<file path="src/hw/rtl/assert_macros.svh">
// Assertion macros shared by the modular arithmetic unit RTL.
// Depends on nothing; include by bare file name.
`ifndef ASSERT_MACROS_SVH
`define ASSERT_MACROS_SVH

// expr must never hold while out of reset
`define ASSERT_NEVER(label, clk, rst_n, expr) \
	label: assert property (@(posedge clk) disable iff (!(rst_n)) !(expr)) \
		else $error("assertion failed: never condition seen");

// same-cycle implication
`define ASSERT_IMPLIES(label, clk, rst_n, ante, cons) \
	label: assert property (@(posedge clk) disable iff (!(rst_n)) (ante) |-> (cons)) \
		else $error("assertion failed: implication broken");

// next-cycle implication
`define ASSERT_NEXT(label, clk, rst_n, ante, cons) \
	label: assert property (@(posedge clk) disable iff (!(rst_n)) (ante) |=> (cons)) \
		else $error("assertion failed: next-cycle implication broken");

`endif

</file>
<file path="src/hw/rtl/mau_pkg.sv">
// Package for the modular arithmetic unit: word types, opcodes, FSM states,
// controller/datapath command and status structs. No dependencies.
package mau_pkg;

	localparam int OPERAND_BITS       = 31;
	localparam int EXP_BITS           = 63;
	localparam int RAW_BITS           = 64;
	localparam int MOD_BITS           = 32;
	localparam int CNT_BITS           = 7;
	localparam int VALUE_BITS_DEFAULT = 31;
	localparam logic [MOD_BITS-1:0] MOD_RESET = 32'd998244353;

	typedef enum logic [2:0] {
		OP_ADD    = 3'd0,
		OP_SUB    = 3'd1,
		OP_MUL    = 3'd2,
		OP_DIV    = 3'd3,
		OP_POW    = 3'd4,
		OP_INV    = 3'd5,
		OP_NEG    = 3'd6,
		OP_REDUCE = 3'd7
	} op_t;

	typedef struct packed {
		op_t                       cmd;
		logic [OPERAND_BITS-1:0]   operand_a;
		logic [OPERAND_BITS-1:0]   operand_b;
		logic [EXP_BITS-1:0]       exponent;
		logic signed [RAW_BITS-1:0] raw_value;
	} op_word_t;

	typedef struct packed {
		logic [OPERAND_BITS-1:0] result;
		logic                    bad_operand;
	} res_word_t;

	typedef enum logic [2:0] {
		ST_IDLE,
		ST_DECODE,
		ST_POW_TEST,
		ST_POW_WAIT,
		ST_MUL_WAIT,
		ST_FINISH
	} state_t;

	// operand routing for the main modular multiplier
	typedef enum logic [1:0] {
		MM_MUL,
		MM_DIV_FIN,
		MM_REDUCE,
		MM_POW
	} mm_sel_t;

	typedef enum logic [1:0] {
		RES_SIMPLE,
		RES_PROD,
		RES_POW
	} res_sel_t;

	typedef struct packed {
		logic     ready;
		logic     load;
		logic     pow_init;
		logic     mm_start;
		mm_sel_t  mm_sel;
		logic     step_take;
		logic     res_we;
		res_sel_t res_sel;
		logic     out_load;
	} ctl_t;

	typedef struct packed {
		op_t  cmd;
		logic bad;
		logic n_zero;
		logic mm_done;
		logic step_done;
		logic out_free;
	} status_t;

endpackage

</file>
<file path="src/hw/rtl/mau_modmul.sv">
// Bit-serial modular multiplier: one multiplier bit per cycle, MSB first.
// Depends on mau_pkg.
module mau_modmul #(
	parameter int VALUE_BITS = mau_pkg::VALUE_BITS_DEFAULT
) (
	input  logic                            clk,
	input  logic                            arst_n,
	input  logic                            start,
	input  logic [VALUE_BITS-1:0]           a,
	input  logic [mau_pkg::RAW_BITS-1:0]    b,
	input  logic [mau_pkg::CNT_BITS-1:0]    nbits,
	input  logic [VALUE_BITS:0]             m,
	output logic                            done,
	output logic [VALUE_BITS-1:0]           p
);

	localparam int RawBits = mau_pkg::RAW_BITS;
	localparam int CntBits = mau_pkg::CNT_BITS;

	logic                    busy_q;
	logic                    done_q;
	logic [CntBits-1:0]      cnt_q;
	logic [VALUE_BITS-1:0]   a_q;
	logic [VALUE_BITS-1:0]   r_q;
	logic [RawBits-1:0]      b_q;
	logic [VALUE_BITS+1:0]   t;
	logic [VALUE_BITS+1:0]   m1;
	logic [VALUE_BITS+1:0]   m2;
	logic [VALUE_BITS+1:0]   r_next;

	// r < m and a < m (or a = 1) keep t below 3m
	assign t  = {1'b0, r_q, 1'b0} + {2'b00, (b_q[RawBits-1] ? a_q : '0)};
	assign m1 = {1'b0, m};
	assign m2 = {m, 1'b0};
	assign r_next = (t >= m2) ? (t - m2) : ((t >= m1) ? (t - m1) : t);

	always_ff @(posedge clk or negedge arst_n) begin
		if (!arst_n) begin
			busy_q <= 1'b0;
			done_q <= 1'b0;
			cnt_q  <= '0;
		end else begin
			done_q <= busy_q && (cnt_q == CntBits'(1));
			if (start) begin
				busy_q <= 1'b1;
				cnt_q  <= nbits;
			end else if (busy_q) begin
				cnt_q <= cnt_q - CntBits'(1);
				if (cnt_q == CntBits'(1)) begin
					busy_q <= 1'b0;
				end
			end
		end
	end

	always_ff @(posedge clk) begin
		if (start) begin
			a_q <= a;
			b_q <= b;
			r_q <= '0;
		end else if (busy_q) begin
			b_q <= b_q << 1;
			r_q <= r_next[VALUE_BITS-1:0];
		end
	end

	assign done = done_q;
	assign p    = r_q;

endmodule

</file>
<file path="src/hw/rtl/mau_datapath.sv">
// Datapath: modulus register, operand registers, simple ops, two modular
// multipliers, result and output registers. Depends on mau_pkg, mau_modmul.
module mau_datapath #(
	parameter int VALUE_BITS = mau_pkg::VALUE_BITS_DEFAULT
) (
	input  logic                          clk,
	input  logic                          arst_n,
	input  mau_pkg::ctl_t                 ctl,
	output mau_pkg::status_t              status,
	input  mau_pkg::op_word_t             op_word,
	input  logic                          cfg_we,
	input  logic [mau_pkg::MOD_BITS-1:0]  cfg_data,
	input  logic                          res_stall,
	output logic                          res_valid,
	output mau_pkg::res_word_t            res_word
);

	localparam int W       = VALUE_BITS;
	localparam int ModBits = mau_pkg::MOD_BITS;
	localparam int OpBits  = mau_pkg::OPERAND_BITS;
	localparam int ExpBits = mau_pkg::EXP_BITS;
	localparam int RawBits = mau_pkg::RAW_BITS;
	localparam int CntBits = mau_pkg::CNT_BITS;
	localparam int PadBits = RawBits - W;
	localparam logic [ModBits-1:0] ModLimit = ModBits'(1) << W;

	logic [ModBits-1:0]  mod_q;
	logic [ModBits-1:0]  m_eff;
	logic                a_ge;
	logic                b_ge;
	logic                bad_in;
	logic [RawBits-1:0]  raw_u;
	logic [RawBits-1:0]  mag;

	mau_pkg::op_t        cmd_q;
	logic                bad_q;
	logic                neg_q;
	logic [W:0]          m_q;
	logic [OpBits-1:0]   a_q;
	logic [OpBits-1:0]   b_q;
	logic [ExpBits-1:0]  n_q;
	logic [RawBits-1:0]  mag_q;
	logic [W-1:0]        r_q;
	logic [W-1:0]        x_q;
	logic [W-1:0]        res_q;
	logic                res_valid_q;
	mau_pkg::res_word_t  res_word_q;

	logic [W-1:0]        a_w;
	logic [W-1:0]        b_w;
	logic [W:0]          sum_ab;
	logic [W:0]          add_v;
	logic [W:0]          sub_v;
	logic [W:0]          neg_v;
	logic [W:0]          red_v;
	logic [W:0]          fermat;
	logic [W-1:0]        simple_v;

	logic [W-1:0]        mm0_a;
	logic [RawBits-1:0]  mm0_b;
	logic [CntBits-1:0]  mm0_n;
	logic                mm0_done;
	logic [W-1:0]        mm0_p;
	logic                mm1_start;
	logic                mm1_done;
	logic [W-1:0]        mm1_p;

	// effective modulus and operand check at accept
	assign m_eff = (mod_q > ModLimit) ? ModLimit : mod_q;
	assign a_ge  = {1'b0, op_word.operand_a} >= m_eff;
	assign b_ge  = {1'b0, op_word.operand_b} >= m_eff;
	assign raw_u = op_word.raw_value;
	assign mag   = raw_u[RawBits-1] ? (~raw_u + RawBits'(1)) : raw_u;

	always_comb begin
		unique case (op_word.cmd)
			mau_pkg::OP_ADD, mau_pkg::OP_SUB, mau_pkg::OP_MUL, mau_pkg::OP_DIV:
				bad_in = a_ge || b_ge;
			mau_pkg::OP_POW, mau_pkg::OP_INV, mau_pkg::OP_NEG:
				bad_in = a_ge;
			default:
				bad_in = 1'b0;
		endcase
	end

	always_ff @(posedge clk or negedge arst_n) begin
		if (!arst_n) begin
			mod_q <= mau_pkg::MOD_RESET;
		end else if (cfg_we) begin
			mod_q <= cfg_data;
		end
	end

	assign a_w = a_q[W-1:0];
	assign b_w = b_q[W-1:0];

	assign sum_ab = {1'b0, a_w} + {1'b0, b_w};
	assign add_v  = (sum_ab >= m_q) ? (sum_ab - m_q) : sum_ab;
	assign sub_v  = (a_w >= b_w) ? ({1'b0, a_w} - {1'b0, b_w})
		: ({1'b0, a_w} + m_q - {1'b0, b_w});
	assign neg_v  = (a_w == '0) ? '0 : (m_q - {1'b0, a_w});
	assign red_v  = (mm0_p == '0) ? '0 : (m_q - {1'b0, mm0_p});
	assign fermat = (m_q >= (W+1)'(2)) ? (m_q - (W+1)'(2)) : '0;

	always_comb begin
		unique case (cmd_q)
			mau_pkg::OP_ADD: simple_v = add_v[W-1:0];
			mau_pkg::OP_SUB: simple_v = sub_v[W-1:0];
			mau_pkg::OP_NEG: simple_v = neg_v[W-1:0];
			default:         simple_v = '0;
		endcase
	end

	always_comb begin
		unique case (ctl.mm_sel)
			mau_pkg::MM_MUL: begin
				mm0_a = a_w;
				mm0_b = {b_w, {PadBits{1'b0}}};
				mm0_n = CntBits'(W);
			end
			mau_pkg::MM_DIV_FIN: begin
				mm0_a = a_w;
				mm0_b = {r_q, {PadBits{1'b0}}};
				mm0_n = CntBits'(W);
			end
			mau_pkg::MM_REDUCE: begin
				mm0_a = W'(1);
				mm0_b = mag_q;
				mm0_n = CntBits'(RawBits);
			end
			default: begin
				mm0_a = r_q;
				mm0_b = {x_q, {PadBits{1'b0}}};
				mm0_n = CntBits'(W);
			end
		endcase
	end

	assign mm1_start = ctl.mm_start && (ctl.mm_sel == mau_pkg::MM_POW);

	mau_modmul #(.VALUE_BITS(W)) u_mm0 (
		.clk    (clk),
		.arst_n (arst_n),
		.start  (ctl.mm_start),
		.a      (mm0_a),
		.b      (mm0_b),
		.nbits  (mm0_n),
		.m      (m_q),
		.done   (mm0_done),
		.p      (mm0_p)
	);

	mau_modmul #(.VALUE_BITS(W)) u_mm1 (
		.clk    (clk),
		.arst_n (arst_n),
		.start  (mm1_start),
		.a      (x_q),
		.b      ({x_q, {PadBits{1'b0}}}),
		.nbits  (CntBits'(W)),
		.m      (m_q),
		.done   (mm1_done),
		.p      (mm1_p)
	);

	always_ff @(posedge clk) begin
		if (ctl.load) begin
			cmd_q <= op_word.cmd;
			bad_q <= bad_in || (m_eff == '0);
			neg_q <= raw_u[RawBits-1] && (op_word.cmd == mau_pkg::OP_REDUCE);
			m_q   <= m_eff[W:0];
			a_q   <= op_word.operand_a;
			b_q   <= op_word.operand_b;
			n_q   <= op_word.exponent;
			mag_q <= mag;
		end
		if (ctl.pow_init) begin
			x_q <= (cmd_q == mau_pkg::OP_DIV) ? b_w : a_w;
			r_q <= (m_q == (W+1)'(1)) ? '0 : W'(1);
			if (cmd_q != mau_pkg::OP_POW) begin
				n_q <= ExpBits'(fermat);
			end
		end else if (ctl.step_take) begin
			if (n_q[0]) begin
				r_q <= mm0_p;
			end
			x_q <= mm1_p;
			n_q <= n_q >> 1;
		end
		if (ctl.res_we) begin
			unique case (ctl.res_sel)
				mau_pkg::RES_SIMPLE: res_q <= bad_q ? '0 : simple_v;
				mau_pkg::RES_PROD:   res_q <= neg_q ? red_v[W-1:0] : mm0_p;
				mau_pkg::RES_POW:    res_q <= r_q;
				default:             res_q <= '0;
			endcase
		end
		if (ctl.out_load) begin
			res_word_q.result      <= OpBits'(res_q);
			res_word_q.bad_operand <= bad_q;
		end
	end

	always_ff @(posedge clk or negedge arst_n) begin
		if (!arst_n) begin
			res_valid_q <= 1'b0;
		end else if (ctl.out_load) begin
			res_valid_q <= 1'b1;
		end else if (!res_stall) begin
			res_valid_q <= 1'b0;
		end
	end

	assign status.cmd       = cmd_q;
	assign status.bad       = bad_q;
	assign status.n_zero    = (n_q == '0);
	assign status.mm_done   = mm0_done;
	assign status.step_done = mm0_done && mm1_done;
	assign status.out_free  = !res_valid_q || !res_stall;

	assign res_valid = res_valid_q;
	assign res_word  = res_word_q;

endmodule

</file>
<file path="src/hw/rtl/mau_controller.sv">
// Controller FSM: sequences load, simple ops, square-and-multiply rounds
// and the output handoff. Depends on mau_pkg.
module mau_controller (
	input  logic              clk,
	input  logic              arst_n,
	input  logic              op_valid,
	input  mau_pkg::status_t  status,
	output mau_pkg::ctl_t     ctl
);

	mau_pkg::state_t state_q;
	mau_pkg::state_t state_d;

	always_ff @(posedge clk or negedge arst_n) begin
		if (!arst_n) begin
			state_q <= mau_pkg::ST_IDLE;
		end else begin
			state_q <= state_d;
		end
	end

	always_comb begin
		state_d = state_q;
		unique case (state_q)
			mau_pkg::ST_IDLE: begin
				if (op_valid) begin
					state_d = mau_pkg::ST_DECODE;
				end
			end
			mau_pkg::ST_DECODE: begin
				if (status.bad) begin
					state_d = mau_pkg::ST_FINISH;
				end else begin
					unique case (status.cmd)
						mau_pkg::OP_ADD, mau_pkg::OP_SUB, mau_pkg::OP_NEG:
							state_d = mau_pkg::ST_FINISH;
						mau_pkg::OP_MUL, mau_pkg::OP_REDUCE:
							state_d = mau_pkg::ST_MUL_WAIT;
						default:
							state_d = mau_pkg::ST_POW_TEST;
					endcase
				end
			end
			mau_pkg::ST_POW_TEST: begin
				if (!status.n_zero) begin
					state_d = mau_pkg::ST_POW_WAIT;
				end else if (status.cmd == mau_pkg::OP_DIV) begin
					state_d = mau_pkg::ST_MUL_WAIT;
				end else begin
					state_d = mau_pkg::ST_FINISH;
				end
			end
			mau_pkg::ST_POW_WAIT: begin
				if (status.step_done) begin
					state_d = mau_pkg::ST_POW_TEST;
				end
			end
			mau_pkg::ST_MUL_WAIT: begin
				if (status.mm_done) begin
					state_d = mau_pkg::ST_FINISH;
				end
			end
			mau_pkg::ST_FINISH: begin
				if (status.out_free) begin
					state_d = mau_pkg::ST_IDLE;
				end
			end
			default: state_d = mau_pkg::ST_IDLE;
		endcase
	end

	always_comb begin
		ctl = '0;
		ctl.mm_sel  = mau_pkg::MM_MUL;
		ctl.res_sel = mau_pkg::RES_SIMPLE;
		unique case (state_q)
			mau_pkg::ST_IDLE: begin
				ctl.ready = 1'b1;
				ctl.load  = op_valid;
			end
			mau_pkg::ST_DECODE: begin
				if (status.bad) begin
					ctl.res_we = 1'b1;
				end else begin
					unique case (status.cmd)
						mau_pkg::OP_ADD, mau_pkg::OP_SUB, mau_pkg::OP_NEG:
							ctl.res_we = 1'b1;
						mau_pkg::OP_MUL:
							ctl.mm_start = 1'b1;
						mau_pkg::OP_REDUCE: begin
							ctl.mm_start = 1'b1;
							ctl.mm_sel   = mau_pkg::MM_REDUCE;
						end
						default:
							ctl.pow_init = 1'b1;
					endcase
				end
			end
			mau_pkg::ST_POW_TEST: begin
				if (!status.n_zero) begin
					ctl.mm_start = 1'b1;
					ctl.mm_sel   = mau_pkg::MM_POW;
				end else if (status.cmd == mau_pkg::OP_DIV) begin
					ctl.mm_start = 1'b1;
					ctl.mm_sel   = mau_pkg::MM_DIV_FIN;
				end else begin
					ctl.res_we  = 1'b1;
					ctl.res_sel = mau_pkg::RES_POW;
				end
			end
			mau_pkg::ST_POW_WAIT: begin
				ctl.step_take = status.step_done;
			end
			mau_pkg::ST_MUL_WAIT: begin
				ctl.res_we  = status.mm_done;
				ctl.res_sel = mau_pkg::RES_PROD;
			end
			mau_pkg::ST_FINISH: begin
				ctl.out_load = status.out_free;
			end
			default: ctl = '0;
		endcase
	end

endmodule

</file>
<file path="src/hw/rtl/modular_arithmetic_unit.sv">
// Top level of the modular arithmetic unit: controller plus datapath.
// Depends on mau_pkg, mau_controller, mau_datapath, assert_macros.svh.
//
//   port group  | dir | handshake            | payload
//   op_*        | in  | op_valid / op_stall  | op_word (mau_pkg::op_word_t)
//   res_*       | out | res_valid / res_stall| res_word (mau_pkg::res_word_t)
//   cfg_*       | in  | cfg_we               | cfg_data (modulus)
//
// One word at a time. Add, sub, negate and bad operands need no multiplier
// pass before the output register; mul and reduce take one pass of the serial
// multiplier (one bit per cycle). Pow/inverse run one square-and-multiply round per
// exponent bit up to the top set bit (63 max for pow, VALUE_BITS for inverse); divide adds one multiply.
// Reset restores modulus 998244353. A waiting result holds only the handoff
// step; the next word is taken while the previous result is still stalled.
`include "assert_macros.svh"

module modular_arithmetic_unit #(
	parameter int VALUE_BITS = mau_pkg::VALUE_BITS_DEFAULT
) (
	input  logic                          clk,
	input  logic                          arst_n,
	input  logic                          op_valid,
	output logic                          op_stall,
	input  mau_pkg::op_word_t             op_word,
	output logic                          res_valid,
	input  logic                          res_stall,
	output mau_pkg::res_word_t            res_word,
	input  logic                          cfg_we,
	input  logic [mau_pkg::MOD_BITS-1:0]  cfg_data
);

	mau_pkg::ctl_t    ctl;
	mau_pkg::status_t status;

	mau_controller u_ctrl (
		.clk      (clk),
		.arst_n   (arst_n),
		.op_valid (op_valid),
		.status   (status),
		.ctl      (ctl)
	);

	mau_datapath #(.VALUE_BITS(VALUE_BITS)) u_dp (
		.clk       (clk),
		.arst_n    (arst_n),
		.ctl       (ctl),
		.status    (status),
		.op_word   (op_word),
		.cfg_we    (cfg_we),
		.cfg_data  (cfg_data),
		.res_stall (res_stall),
		.res_valid (res_valid),
		.res_word  (res_word)
	);

	assign op_stall = !ctl.ready;

	`ASSERT_NEXT(a_busy_after_accept, clk, arst_n, op_valid && !op_stall, op_stall)
	`ASSERT_IMPLIES(a_bad_gives_zero, clk, arst_n, res_valid && res_word.bad_operand, res_word.result == '0)
	`ASSERT_NEVER(a_no_overwrite, clk, arst_n, ctl.out_load && res_valid && res_stall)

endmodule
</file>
<file path="config.mk">
export PLATFORM = sky130hd
export DESIGN_NAME = modular_arithmetic_unit
export DESIGN_NICKNAME = d
export VERILOG_FILES = /design/src/hw/rtl/mau_pkg.sv /design/src/hw/rtl/mau_modmul.sv /design/src/hw/rtl/mau_datapath.sv /design/src/hw/rtl/mau_controller.sv /design/src/hw/rtl/modular_arithmetic_unit.sv
export VERILOG_INCLUDE_DIRS = /design/src /design/src/hw/rtl
export SDC_FILE = /design/constraint.sdc
export NUM_CORES = 2
export LEC_CHECK = 0
export BUFFER_PORTS_ARGS = -buffer_cell sky130_fd_sc_hd__buf_2
export CORE_MARGIN = 2
export CORE_UTILIZATION = 40
export CTS_CLUSTER_DIAMETER = 60
export DETAILED_ROUTE_END_ITERATION = 10
export HOLD_SLACK_MARGIN = 0.06
export PLACE_DENSITY_LB_ADDON = 0.3
export SYNTH_ARGS = -nofsm -noshare
export SYNTH_HDL_FRONTEND = slang
export SYNTH_SLANG_ARGS = --single-unit
</file>
<file path="constraint.sdc">
create_clock -name clk -period 5.95 [get_ports clk]
set_clock_uncertainty 0.1 [all_clocks]
set_input_delay 0.595 -clock clk [delete_from_list [all_inputs] [get_ports clk]]
set_output_delay 0.595 -clock clk [all_outputs]
set_load 0.02 [all_outputs]
</file>
==> results.json <==
{
  "worst_slew_pin_slew_ns": 1.22,
  "die_area_um2": 125000,
  "fmax_mhz": 173,
  "synth-compound-area-share": 0.229,
  "setup_violations": 0,
  "switching_share": 0.235,
  "synth_ff_type": "edfxtp_1",
  "end_kind": "flop",
  "setup_tns_ns": 0,
  "seq_power_share": 0.454,
  "cp_slowest_stage_delay_ns": 0.49,
  "rr_worst_depth": 25,
  "cts_sinks": 624,
  "die_y_um": 354,
  "cts-htree-levels": 3,
  "switchingPower_mw": 2.42,
  "top_level_ports": 263,
  "dr.pass1.iters": 7,
  "routabilityCongestion": 1.03,
  "yosys.area_share.adder": 0.129,
  "drive_gt1_frac": 0.151,
  "syn_nets": 6167,
  "finalCritPeriodShare": 0.970,
  "worst-setup-path-type": "flop to flop",
  "initial_core_util": 0.403,
  "grt_use_met2": 0.473,
  "grt_pass1_wl_mm": 290,
  "first_iter_violations": 5371,
  "antenna_found_initial": 10,
  "place_hpwl_mm": 160,
  "leakage_nw": 24.3,
  "grt.total_usage": 0.311,
  "yosysTopAreaCell": "edfxtp_1",
  "syn_inst": 5456,
  "critPathTopFamily": "compound AO/OA/AOI/OAI gates",
  "postRouteAntennaNets": 0,
  "synthesis.area_um2": 49000,
  "row_count": 128,
  "combPwrFrac": 0.045,
  "final_nets": 6738,
  "drv_slew": 0,
  "cts_tree": "built",
  "critPathBufInv": 2,
  "grt-busiest-layer": "met2",
  "power.internal_mw": 7.89,
  "clkLatencyLatePin_ns": 0.69,
  "route.detailed.drc": 0,
  "ys_top_cells_by_area": "edfxtp_1, ha_1, xnor2_1",
  "synth.avg_cell_area_um2": 8.99,
  "fin_hold_ws_ns": 0.0996,
  "grt_max_degree": 131,
  "synth_xor_area_frac": 0.0723,
  "gr-usage-met1": 0.418,
  "cp_slowest_cell": "edfxtp_1",
  "synth_enable_flop_cells": 445,
  "powerDensity_nw_per_um2": 176,
  "ys_async_sr_fraction": 0.0865,
  "status": "finished clean",
  "required_ns": 6.38,
  "critical_path.max_fanout": 7,
  "yosysWarnings": 0,
  "worstSetupStartpointType": "flop",
  "cts-root-buf": "clkbuf_16",
  "maxCapViolCount": 0,
  "met3_usage": 0.0539,
  "worstPathArrival_ns": 6.20,
  "synth_top_area_share": 0.272,
  "synth_mux_area_frac": 0.0235,
  "hp-class": "input port to flop",
  "hold_depth": 3,
  "wirelength_mm": 202,
  "synthSimpleGateAreaFrac": 0.152,
  "clkTransAtPathRegs_ns": 0.06,
  "num_vias": 46300,
  "min_period_ns": 5.77,
  "clk_path_buf_depth": 3,
  "ys_ff_latch": 624,
  "yosysSeqAreaShare": 0.351,
  "cts_buffers": 82,
  "die_x_um": 354,
  "hold_violations": 0,
  "vias_per_cell": 5.99,
  "area_growth_pct": 19.4,
  "worstSetupPathDepth": 25,
  "routedWlPerCell_um": 26.2,
  "synth_top_family_by_area": "compound AO/OA/AOI/OAI gates",
  "vdd_drop_max_mv": 0.195,
  "synth.distinct_cells": 86,
  "gr-total-overflow": 0,
  "core_area_um2": 122000,
  "slew_headroom": 0.165,
  "grt_pass1_vias": 44100,
  "pwr-share-clk": 0.501,
  "io_buffers": 262
}
==> repair_timing <==
action                                  4_1_cts  5_1_grt
hold buffers                                100        0
pin swaps                                     1       16
cloned                                        0        2
resized for setup                             2       80
endpoints found under the hold margin       107        0
setup buffers                                 1       14
endpoints found under the setup margin       26       91
==> kinds of logic (layout without fill, tap and decap cells) <==
family / count (synthesis) / after routing
compound gates: 1705 / 1705
xor+xnor: 405 / 405
fa+ha+maj: 482 / 482
buf+inv: 555 / 1193
flops: 624 / 624
mux: 110 / 110
other cells: 0 / 5
simple gates: 1575 / 1575
==> cell type report <==
class | count | area [µm²]
diodes | 5 | 12.5
clock buffers | 94 | 2120
clock inverters | 57 | 678
fillers | 11700 | 63200
inverters | 334 | 1260
multi-input cells | 4277 | 30200
flip-flops and latches | 624 | 17200
well taps | 1625 | 2030
repair buffers | 708 | 5050
==> worst register-to-register path, cell delays in order, from the launching register on <==
cell and delay, ns:
edfxtp_1 0.49, and2_4 0.19, ha_1 0.21, inv_1 0.09
fa_2 0.22, nor2b_1 0.07, o31a_1 0.28, a211o_1 0.30
o2111a_1 0.28, o2111a_2 0.29, o2111a_2 0.30, o21ai_2 0.16
nor2b_4 0.18, o21bai_1 0.08, a21oi_2 0.14, xnor2_1 0.13
ha_1 0.36, nand4_1 0.25, nand2b_4 0.25, nor3_4 0.26
nand3_1 0.15, o211ai_1 0.24, buf_4 0.21, nand2_1 0.16
o22ai_1 0.18, nor3_1 0.07
==> layout by cell type (no fill, tap or decap), types with 67 or more instances in the layout <==
master	instances
ha_1	440
xnor2_1	292
nor2_1	334
dfxtp_1	125
a21oi_1	411
a31oi_1	69
buf_4	333
buf_2	262
nand2_1	585
o211ai_1	71
nand3_1	73
o31ai_1	68
edfxtp_1	445
and2_1	81
clkbuf_16	84
xor2_1	106
nor3_1	82
o21ai_0	343
mux2i_1	67
a21o_1	159
dlygate4sd3_1	100
inv_1	326
==> path summary, 6_finish.rpt <==
| path | start | end | slack (ns) |
|---|---|---|---|
| hold / removal | op_word[86] | u_dp.n_q[22] | 0.1 |
| setup / recovery | u_dp.u_mm0.b_q[63] | u_dp.u_mm0.p[26] | 0.18 |
| hold reg to reg | u_dp.res_q[6] | u_dp.res_word[7] | 0.32 |
| setup reg to reg | u_dp.u_mm0.b_q[63] | u_dp.u_mm0.p[26] | 0.18 |
| max in group asynchronous | arst_n | u_dp.mod_q[14] | 4.35 |
| min in group asynchronous | arst_n | u_dp.u_mm1.busy_q | 0.22 |
==> flip-flops by register name, indices dropped and copies added, names as in the netlist, 3 cells and up <==
register,flops
u_dp.cmd_q,3
u_dp.u_mm1.b_q,31
u_dp.u_mm0.cnt_q,7
u_dp.u_mm1.cnt_q,7
u_dp.mag_q,64
u_dp.x_q,31
u_dp.a_q,31
u_dp.r_q,31
u_dp.u_mm1.p,31
u_ctrl.state_q,3
u_dp.mod_q,32
u_dp.n_q,63
u_dp.u_mm1.a_q,31
u_dp.m_q,32
u_dp.u_mm0.b_q,64
u_dp.u_mm0.p,31
u_dp.b_q,31
u_dp.res_word,32
u_dp.res_q,31
u_dp.u_mm0.a_q,31
==> metal layers <==
metal  share of wire  routed length (µm)
met5        0.000084                  17
met4           0.064               12900
met2            0.43               86800
met1            0.42               84300
met3           0.091               18300
==> synth_stat cells (30+ instances only) <==
library cell  number
nand2_1          587
edfxtp_1         445
ha_1             441
a21oi_1          424
o21ai_0          359
nor2_1           340
inv_1            329
xnor2_1          297
clkbuf_1         197
a21o_1           160
dfxtp_1          125
xor2_1           108
nor3_1            87
and2_1            83
nand3_1           73
a31oi_1           71
o211ai_1          71
o31ai_1           69
mux2i_1           67
nand2b_1          67
nand4_1           64
nor4_1            63
o21a_1            59
o21bai_1          59
nor2b_1           55
a211oi_1          54
dfrtp_1           47
a222oi_1          43
mux2_2            43
fa_1              41
or3_1             39
and3_1            37
a22o_1            35
o22ai_1           30
==> power groups by stage <==
stage	combinational [mW]	sequential, mW	clock [mW]
finish	0.463	4.68	5.17
CTS	0.456	4.68	5.24
global placement	0.392	4.77	0
global route	0.507	4.68	5.40
detailed placement	0.403	4.77	0
floorplan	0.215	4.76	0
==> through the flow <==
step | cell area [µm²] | util | std cells | worst slack [ns] | power [mW]
finish | 58500 | 0.481 | 7724 | 0.180 | 10.3
global route | 58500 | 0.481 | 7722 | -0.0500 | 10.6
CTS | 58100 | 0.477 | 7703 | 0.00654 | 10.4
detailed placement | 54300 | 0.446 | 7451 | -0.190 | 5.17
global placement | 54300 | 0.446 | 7451 | -0.106 | 5.16
floorplan | 49000 | - | 5456 | 0.265 | 4.97
(Power assumes the default switching activity.)
